<file path="src/hdl/imusd_pkg.sv">
// Shared types and constants for the IMU serial frame deframer.
// Used by imusd_front, imusd_back and imu_serial_frame_deframer; no dependencies.
package imusd_pkg;

    localparam int FRAME_BYTES = 11;
    localparam logic [3:0] FRAME_COUNT = 4'd11;
    localparam logic [7:0] SYNC_RESET = 8'h55;
    localparam logic [7:0] TYPE_ACC = 8'h51;
    localparam logic [7:0] TYPE_RATE = 8'h52;
    localparam logic [7:0] TYPE_ANGLE = 8'h53;

    localparam int QUEUE_DEPTH = 4;
    localparam int QUEUE_PTR_W = 2;
    localparam int QUEUE_CNT_W = 3;
    localparam logic [QUEUE_CNT_W-1:0] QUEUE_FULL_CNT = 3'd4;

    localparam int TDATA_W = 56;

    typedef struct packed {
        logic signed [15:0] third_value;
        logic signed [15:0] second_value;
        logic signed [15:0] first_value;
        logic [1:0]         frame_kind;
    } frame_t;

    typedef struct packed {
        logic   push;
        frame_t frame;
    } push_t;

endpackage

</file>
<file path="src/hdl/imusd_front.sv">
// Front end: byte window, frame count and frame detection (sync and checksum).
// Depends on imusd_pkg; feeds decoded frames into imusd_back.
module imusd_front (
    input  logic              aclk,
    input  logic              aresetn,
    input  logic [7:0]        sync_byte,
    input  logic              s_tvalid,
    output logic              s_tready,
    input  logic [7:0]        rx_byte,
    input  logic              queue_full,
    output imusd_pkg::push_t  push_out
);

    logic [7:0] win_reg [imusd_pkg::FRAME_BYTES];
    logic [3:0] cnt_reg, cnt_next, cnt_base;
    logic       fresh_reg, fresh_next;

    logic [7:0] sum_a, sum_b, sum_c, sum_d, sum_e, sum_f, sum;
    logic       match, type_ok, want_push, blocked, consume, accept;

    // Checksum over bytes 0..9 as a small adder tree.
    always_comb begin
        sum_a = win_reg[0] + win_reg[1];
        sum_b = win_reg[2] + win_reg[3];
        sum_c = win_reg[4] + win_reg[5];
        sum_d = win_reg[6] + win_reg[7];
        sum_e = win_reg[8] + win_reg[9];
        sum_f = (sum_a + sum_b) + (sum_c + sum_d);
        sum   = sum_f + sum_e;
    end

    // A window is checked in the cycle after its last byte, or while blocked.
    assign match = fresh_reg && (cnt_reg == imusd_pkg::FRAME_COUNT)
                   && (win_reg[0] == sync_byte) && (sum == win_reg[10]);
    assign type_ok = (win_reg[1] == imusd_pkg::TYPE_ACC)
                     || (win_reg[1] == imusd_pkg::TYPE_RATE)
                     || (win_reg[1] == imusd_pkg::TYPE_ANGLE);
    assign want_push = match && type_ok;
    assign blocked   = want_push && queue_full;
    assign consume   = match && !blocked;
    assign s_tready  = !blocked;
    assign accept    = s_tvalid && s_tready;

    always_comb begin
        cnt_base = consume ? 4'd0 : cnt_reg;
        if (accept && (cnt_base != imusd_pkg::FRAME_COUNT)) begin
            cnt_next = cnt_base + 4'd1;
        end else begin
            cnt_next = cnt_base;
        end
        fresh_next = accept || blocked;
    end

    always_comb begin
        push_out.push                     = want_push && !queue_full;
        push_out.frame.frame_kind         = win_reg[1][1:0] - 2'd1;
        push_out.frame.first_value        = {win_reg[3], win_reg[2]};
        push_out.frame.second_value       = {win_reg[5], win_reg[4]};
        push_out.frame.third_value        = {win_reg[7], win_reg[6]};
    end

    always_ff @(posedge aclk) begin
        if (!aresetn) begin
            cnt_reg   <= 4'd0;
            fresh_reg <= 1'b0;
            for (int i = 0; i < imusd_pkg::FRAME_BYTES; i++) begin
                win_reg[i] <= 8'd0;
            end
        end else begin
            cnt_reg   <= cnt_next;
            fresh_reg <= fresh_next;
            if (accept) begin
                for (int i = 0; i < imusd_pkg::FRAME_BYTES - 1; i++) begin
                    win_reg[i] <= win_reg[i+1];
                end
                win_reg[imusd_pkg::FRAME_BYTES-1] <= rx_byte;
            end
        end
    end

endmodule

</file>
<file path="src/hdl/imusd_back.sv">
// Back end: short frame queue and result channel driver.
// Depends on imusd_pkg; takes decoded frames from imusd_front.
module imusd_back (
    input  logic                              aclk,
    input  logic                              aresetn,
    input  imusd_pkg::push_t                  push_in,
    output logic                              queue_full,
    output logic                              m_tvalid,
    input  logic                              m_tready,
    output logic [imusd_pkg::TDATA_W-1:0]     m_tdata
);

    imusd_pkg::frame_t mem [imusd_pkg::QUEUE_DEPTH];
    logic [imusd_pkg::QUEUE_PTR_W-1:0] wr_ptr_reg, rd_ptr_reg;
    logic [imusd_pkg::QUEUE_CNT_W-1:0] cnt_reg, cnt_next;
    logic pop;
    imusd_pkg::frame_t head;

    assign queue_full = (cnt_reg == imusd_pkg::QUEUE_FULL_CNT);
    assign m_tvalid   = (cnt_reg != '0);
    assign pop        = m_tvalid && m_tready;
    assign head       = mem[rd_ptr_reg];
    assign m_tdata    = {6'd0, head.third_value, head.second_value,
                         head.first_value, head.frame_kind};

    always_comb begin
        cnt_next = cnt_reg;
        if (push_in.push && !pop) begin
            cnt_next = cnt_reg + 3'd1;
        end else if (pop && !push_in.push) begin
            cnt_next = cnt_reg - 3'd1;
        end
    end

    always_ff @(posedge aclk) begin
        if (push_in.push) begin
            mem[wr_ptr_reg] <= push_in.frame;
        end
    end

    always_ff @(posedge aclk) begin
        if (!aresetn) begin
            wr_ptr_reg <= '0;
            rd_ptr_reg <= '0;
            cnt_reg    <= '0;
        end else begin
            cnt_reg <= cnt_next;
            if (push_in.push) begin
                wr_ptr_reg <= wr_ptr_reg + 2'd1;
            end
            if (pop) begin
                rd_ptr_reg <= rd_ptr_reg + 2'd1;
            end
        end
    end

endmodule

</file>
<file path="src/hdl/imu_serial_frame_deframer.sv">
// Top level of the IMU serial frame deframer.
// Depends on imusd_pkg, imusd_front and imusd_back.
//
// Usage: serial bytes enter one word at a time on the s_ channel (tdata bits
// 7:0 carry the byte). The block keeps an 11-byte sliding window and detects
// frames that start with the sync byte and whose byte 10 equals the 8-bit sum
// of bytes 0..9; frames never overlap the previously detected frame.
// Frames of type 0x51, 0x52 and 0x53 produce one word on the m_ channel
// holding the kind and three signed little-endian 16-bit values; other
// detected frames are dropped silently.
// Throughput: one byte per cycle while s_tready is high. The front end checks
// completed window in the cycle after the byte that completed it; frames of a
// kept type go into the queue for m_. A four-entry queue sits between detection
// and the result channel. When the receiver stalls, the queue absorbs frames;
// only when it is full and a frame of a kept type is detected does s_tready
// drop until a queue slot frees up. The sync byte is written over the cfg_
// channel (always ready); the user must write it only while idle, which the
// block does not enforce. Reset (aresetn low, synchronous) clears the window
// to zeros, the frame count, the queue, and restores the sync byte to 0x55.
module imu_serial_frame_deframer (
    input  logic        aclk,
    input  logic        aresetn,
    // Configuration: cfg_data[7:0] = sync_byte
    input  logic        cfg_valid,
    output logic        cfg_ready,
    input  logic [7:0]  cfg_data,
    // Input word, tdata[7:0] = rx_byte
    input  logic        s_tvalid,
    output logic        s_tready,
    input  logic [7:0]  s_tdata,
    // Result word, tdata[1:0] = frame_kind, [17:2] = first_value,
    // [33:18] = second_value, [49:34] = third_value, [55:50] = zero
    output logic        m_tvalid,
    input  logic        m_tready,
    output logic [55:0] m_tdata
);

    logic [7:0] sync_reg;
    logic queue_full;
    imusd_pkg::push_t push;

    assign cfg_ready = 1'b1;

    // The sync byte register is the only configuration state.
    always_ff @(posedge aclk) begin
        if (!aresetn) begin
            sync_reg <= imusd_pkg::SYNC_RESET;
        end else if (cfg_valid) begin
            sync_reg <= cfg_data;
        end
    end

    imusd_front u_front (
        .aclk       (aclk),
        .aresetn    (aresetn),
        .sync_byte  (sync_reg),
        .s_tvalid   (s_tvalid),
        .s_tready   (s_tready),
        .rx_byte    (s_tdata),
        .queue_full (queue_full),
        .push_out   (push)
    );

    imusd_back u_back (
        .aclk       (aclk),
        .aresetn    (aresetn),
        .push_in    (push),
        .queue_full (queue_full),
        .m_tvalid   (m_tvalid),
        .m_tready   (m_tready),
        .m_tdata    (m_tdata)
    );

endmodule
</file>
<file path="config.mk">
export PLATFORM = sky130hd
export DESIGN_NAME = imu_serial_frame_deframer
export DESIGN_NICKNAME = d
export VERILOG_FILES = /design/src/hdl/imusd_pkg.sv /design/src/hdl/imusd_front.sv /design/src/hdl/imusd_back.sv /design/src/hdl/imu_serial_frame_deframer.sv
export SDC_FILE = /design/constraint.sdc
export NUM_CORES = 1
export LEC_CHECK = 0
export ABC_AREA = 1
export BUFFER_PORTS_ARGS = -buffer_cell sky130_fd_sc_hd__buf_2
export CAP_MARGIN = 20
export CORE_MARGIN = 3
export CORE_UTILIZATION = 29
export CTS_CLUSTER_DIAMETER = 80
export CTS_CLUSTER_SIZE = 8
export DETAILED_ROUTE_END_ITERATION = 8
export MAX_ROUTING_LAYER = met4
export PLACE_DENSITY = 0.5
export SLEW_MARGIN = 10
export SYNTH_ARGS = -nofsm -noshare
export SYNTH_HDL_FRONTEND = slang
export SYNTH_SLANG_ARGS = --single-unit
</file>
<file path="constraint.sdc">
create_clock -name aclk -period 15.75 [get_ports aclk]
set_input_delay 0.7875 -clock aclk [delete_from_list [all_inputs] [get_ports aclk]]
set_output_delay 0.7875 -clock aclk [all_outputs]
set_load 0.05 [all_outputs]
</file>
### Word-level counts from Yosys, hierarchy flattened

Memory sizes are Yosys's and may differ from the RTL's. A register that Yosys moved wholly into a read port is not among the register bits.
Index checks and enable logic that the tools add are counted.

| storage, ports and cells | value |
|---|---|
| bits of input ports | 21 |
| latch bits | 0 |
| memory bits (writable) | 288 |
| memories | 2 |
| register bits after elaboration | 20 |
| ROM bits | 0 |

| cells by class | value |
|---|---|
| $lt $le $gt $ge | 0 |
| multiply operators | 0 |
| equal/unequal tests | 8 |
| muxes and demuxes | 23 |
| shifts and indexed selects | 0 |
| div/mod/pow operators | 0 |
| bitwise logic cells | 11 |
| reduce and logical (&&, ||, !) cells | 21 |
| add/subtract/negate cells | 15 |

Memories:

| memory | words | bits a word | rd ports | clocked after Yosys merged registers in | wr ports | RTL line | RTL |
|---|---|---|---|---|---|---|---|
| u_back.mem | 4 | 50 | 1 | 1 | 1 | imusd_back.sv:13 | `imusd_pkg::frame_t mem [imusd_pkg::QUEUE_DEPTH];` |
| u_front.win_reg | 11 | 8 | 11 | 0 | 11 | imusd_front.sv:14 | `logic [7:0] win_reg [imusd_pkg::FRAME_BYTES];` |

Operator list:

| kind | count |
|---|---|
| 8-bit 2-to-1 mux | 11 |
| 8-bit adder | 9 |
| 8-bit by 7-bit equality test with 1-bit output (second input constant) | 3 |
| 8-bit equality test | 2 |
| 1-bit logical AND | 12 |
| 1-bit OR | 11 |
| 4-bit 2-to-1 mux | 2 |
| 1-bit 2-to-1 mux | 6 |
| 3-bit 2-to-1 mux | 2 |
| 2-bit by 1-bit adder with 2-bit output (second input constant) | 2 |
| 4-bit by 1-bit adder with 4-bit output (second input constant) | 1 |
| 4-bit equality test (second input constant) | 1 |
| 1-bit logical NOT | 4 |
| 2-bit 2-to-1 mux | 2 |
| 4-bit != test (second input constant) | 1 |
| 3-bit by 1-bit adder with 3-bit output (second input constant) | 1 |
| 3-bit equality test (second input constant) | 1 |
| 1-bit logical OR | 3 |
| 3-bit nonzero test | 1 |
| 3-bit by 1-bit subtractor with 3-bit output (second input constant) | 1 |
| 2-bit nonzero test | 1 |
| 2-bit by 1-bit subtractor with 2-bit output (second input constant) | 1 |

### Logic depth before layout (Yosys ltp)

An unclocked memory read counts as a cell.

| depth | value |
|---|---|
| depth in word-level cells | 15 |
| mapped depth | 31 |
| depth with buffers taken out | 31 |

### Modules after synthesis

A second synthesis with hierarchy kept.

| unflattened totals | value |
|---|---|
| cells, all modules | 1,277 |
| area total of the unflattened synthesis | 14,707.9 um^2 |

Modules (own cells, without submodules):

| module | sequential area each (um^2) | area each (um^2) | instances | cells each |
|---|---|---|---|---|
| imusd_back | 6,185.9 | 8,060.2 | 1 | 553 |
| imusd_front | 2,742.6 | 6,331.1 | 1 | 679 |
| imu_serial_frame_deframer | 160.2 | 316.6 | 1 | 45 |

### Least setup slack after synthesis

Ideal clock, no wire load.

| timing path | value |
|---|---|
| path type | register to register |
| start point | memory u_front.win_reg[6][2] (netlist: u_front.win_reg[3][2]) |
| end point | memory u_back.mem[0][0] (netlist bit) (enable) |
| path buffers | 0 |
| clock period less this slack | 7.078 ns |
| setup time | 0.458 ns |
| data arrival time | 6.620 ns |
| cell stages (with the launch flop) | 21 |
| required time | 15.292 ns |
| path slack | 8.672 ns |
| cells stage by stage | edfxtp_1 fa_1 inv_1 fa_1 fa_1 fa_1 inv_1 fa_1 inv_1 fa_1 nand2_1 nand2_1 nor3_1 nand4_1 nor2_1 nand4_1 nor3_1 nand2_1 nor2_1 nand3_1 nor2_1 |

RTL lines:

| element | RTL line |
|---|---|
| start: declaration | imusd_front.sv:14 |
| end: declaration | imusd_back.sv:13 |

==> out/metrics.yaml <==
status: "finished, final reports clean"
vias: 8506
hold_viol_final: 0
synthFlopType: "edfxtp_1"
finalClockSkew_ns: 0.0171
crit_family: "adder cells"
initial_utilization_pct: 29.8
nets: 1369
fill_cells: 4668
holdWs_ns: 0.454
drc: 0
synth_warnings: 0
ant_nets: 0
criticalPathCategory: "reg2out"
synth_async_sr_flop_share_pct: 0
cap_violations: 0
synth-edff-count: 288
yosys.area.top_type: "edfxtp_1"
die_w_um: 226
dp_hpwl_mm: 21.1
track_usage_pct: 13.6
synth-simple-area-share_pct: 10.7
total_power_mw: 2.68
clock_latency_ns: 0.55
postCtsResizedCells: 0
ys_top_cells_by_area: "edfxtp_1 (62%), fa_1 (7.3%), nor2_1 (5.6%)"
netlist_area_sq_um: 14000
synth.avg_cell_area_sq_um: 11.8
fp.dieArea_sq_um: 51100
antenna_cells: 0
power.leakage_nw: 6.24
busiest_layer: "met2"
p_per_area_nw_per_um2: 165
setup.worst_path.start_class: "flip-flop"
ctsHoldBuffers: 0
first_global_vias: 8316
yosys-top-cells-count: "edfxtp_1 (288), nor2_1 (208), inv_1 (193), o21ai_0 (114), nand2_1 (94)"
place.gp.congestion: 0.844
wl_per_cell_um: 17.7
clock-root-buffer: "clkbuf_16"
maxSlewViolCount: 0
cp_cell_sequence: "fa_1, inv_1, fa_1, fa_1, fa_1, inv_1, fa_1, inv_1, fa_1, nand2_1, nand2_1, nor3_1, nand4_1, nor2_1, nand4_1, nor3_1, nand2_1, nor2_1, nand3_1, buf_2"
h-tree-depth: 2
drtPass1Iterations: 5
io-pin-count: 80
rsz0062_at_grt: "false"
post-route-min-period_ns: 6.52
tritoncts: "built"
worst_pin_slew_ns: 0.906
ys_seq_area_share_pct: 64.8
ys_ff_latch: 310
use_met2_pct: 20.9
cts_buffers: 44
cp-end-kind: "output port"
cp.required_ns: 14.96
crit_top_cell: "fa_1"
synth_compound_area_share_pct: 7.53
cp_slowest_cell: "fa_1"
ir_worst_vdd_uv: 113
tns_ns: 0
die_h_um: 226
grt_util_met1_pct: 18.6
critPathMaxFanout: 6
wirelength_mm: 33.5
dp_cells: 1838
synth_most_common_cell: "edfxtp_1"
synth.area.mux_share_pct: 0
slew_headroom_pct: 39.6
worstHoldPathType: "in2reg"
synth_xor_area_share_pct: 0.687
critPathArrivalTime_ns: 5.74
largest_reg_flops: 200
antenna_found_initial: 2
multi_input_area_sq_um: 3980
io_buffers: 72
vias_per_cell: 4.48
rows: 79
crit_buf_inv: 4
stdcell_count: 1898
cts_buffer_depth: 3
synth.distinct_cells: 37
cp_slowest_stage_delay_ns: 0.57
grt_max_degree: 81
grt_pass1_wl_mm: 50.9
synth_fa_ha_area_share_pct: 9.06
post_cts_buffers: 0
setup_viol: 0
synthCells: 1194
fin_util_pct: 34.4
area_growth_pct: 15.7
finalCritPeriodShare_pct: 41.4
fmax_mhz: 153
core_sq_um: 47100
synth_top_family_by_area: "simple AND/OR/NAND/NOR gates"
grt_use_met3_pct: 2.96
drive_gt1_share_pct: 12.2
cts.sinks: 310
regArea_sq_um: 9090
overflow: 0
dr.first_iter.drc_count: 558
cts.clk_slew.worst_paths_ns: 0.05
synth_top_cell_area_share_pct: 61.6
## logic make-up (layout without fill, tap and decap cells)
family,count (synthesis),count (layout)
AND/OR/NAND/NOR,360,360
flip-flops,310,310
buffers and inverters,246,338
AO/OA/AOI/OAI,194,194
adder cells (fa/ha/maj),71,71
XOR/XNOR,11,11
other,2,7
## routing by layer
metal	part of all wire (%)	vias up	routed length, um
met4	1.2	0	405
met5	0	-	0
met2	46	220	15500
met1	47	4115	15600
met3	6.0	40	2010
li1	-	4131	-
## placed cells by master, fill, tap and decap left out, types with 10 or more instances in the layout
cell type  synthesis  final
a21oi_1           22     22
buf_2              1     72
buf_4              7     10
clkbuf_1          34     12
clkbuf_16          0     45
dfxtp_1           22     21
edfxtp_1         288    288
fa_1              51     51
ha_1              20     20
inv_1            193    192
nand2_1           94     93
nand3_1           23     23
nor2_1           208    204
nor2_2            11     11
o21ai_0          114    114
o22ai_1           50     50
## final timing paths
path	from	endpoint	slack, ns	depth (start not counted)
min	cfg_data[4]	sync_reg[4]$_SDFFE_PN1P_	0.45	3
max	u_front.win_reg[1][10]$_SDFFCE_PN0P_	s_tready	9.23	20
min reg2reg	u_back.rd_ptr_reg[1]$_SDFFE_PN0P_	flip-flop	0.47	2
max reg2reg	u_front.win_reg[1][10]$_SDFFCE_PN0P_	u_back.cnt_reg[2]$_SDFFE_PN0P_	9.25	27
## power breakdown
part,internal (mW),switching (mW),total (mW)
Combinational,0.264,0.599,0.864
Sequential,0.926,0.0299,0.956
Clock,0.519,0.337,0.856
## worst register-to-register path, cell delays in order, from the launching register on
cell	delay (ns)
edfxtp_1	0.49
fa_1	0.57
inv_1	0.06
fa_1	0.55
fa_1	0.43
fa_1	0.50
inv_1	0.05
fa_1	0.54
inv_1	0.07
fa_1	0.48
nand2_1	0.11
nand2_1	0.06
nor3_1	0.13
nand4_1	0.10
nor2_1	0.11
nand4_1	0.10
nor3_1	0.23
nand2_1	0.09
nor2_1	0.14
nand3_1	0.34
inv_1	0.15
ha_1	0.15
inv_1	0.07
fa_1	0.44
a21oi_1	0.14
o21ai_0	0.11
o21ai_0	0.15
a21oi_1	0.05
## metrics by stage
stage	cell area [sq um]	worst slack, ns
after floorplan	14100	8.67
after global placement	15000	9.24
after detailed placement	15000	9.27
after CTS	16200	9.19
after global routing	16200	8.85
final	16200	9.23
## layout make-up
type / instances / share of cell area (%)
tap: 607 / 4.68
sequential: 310 / 56.0
clock inverter: 2 / 0.247
multi-input combinational: 643 / 24.5
timing repair buffer: 82 / 2.68
inverter: 196 / 4.55
clock buffer: 58 / 7.30
No activity file was read; power rests on OpenSTA's default activity.
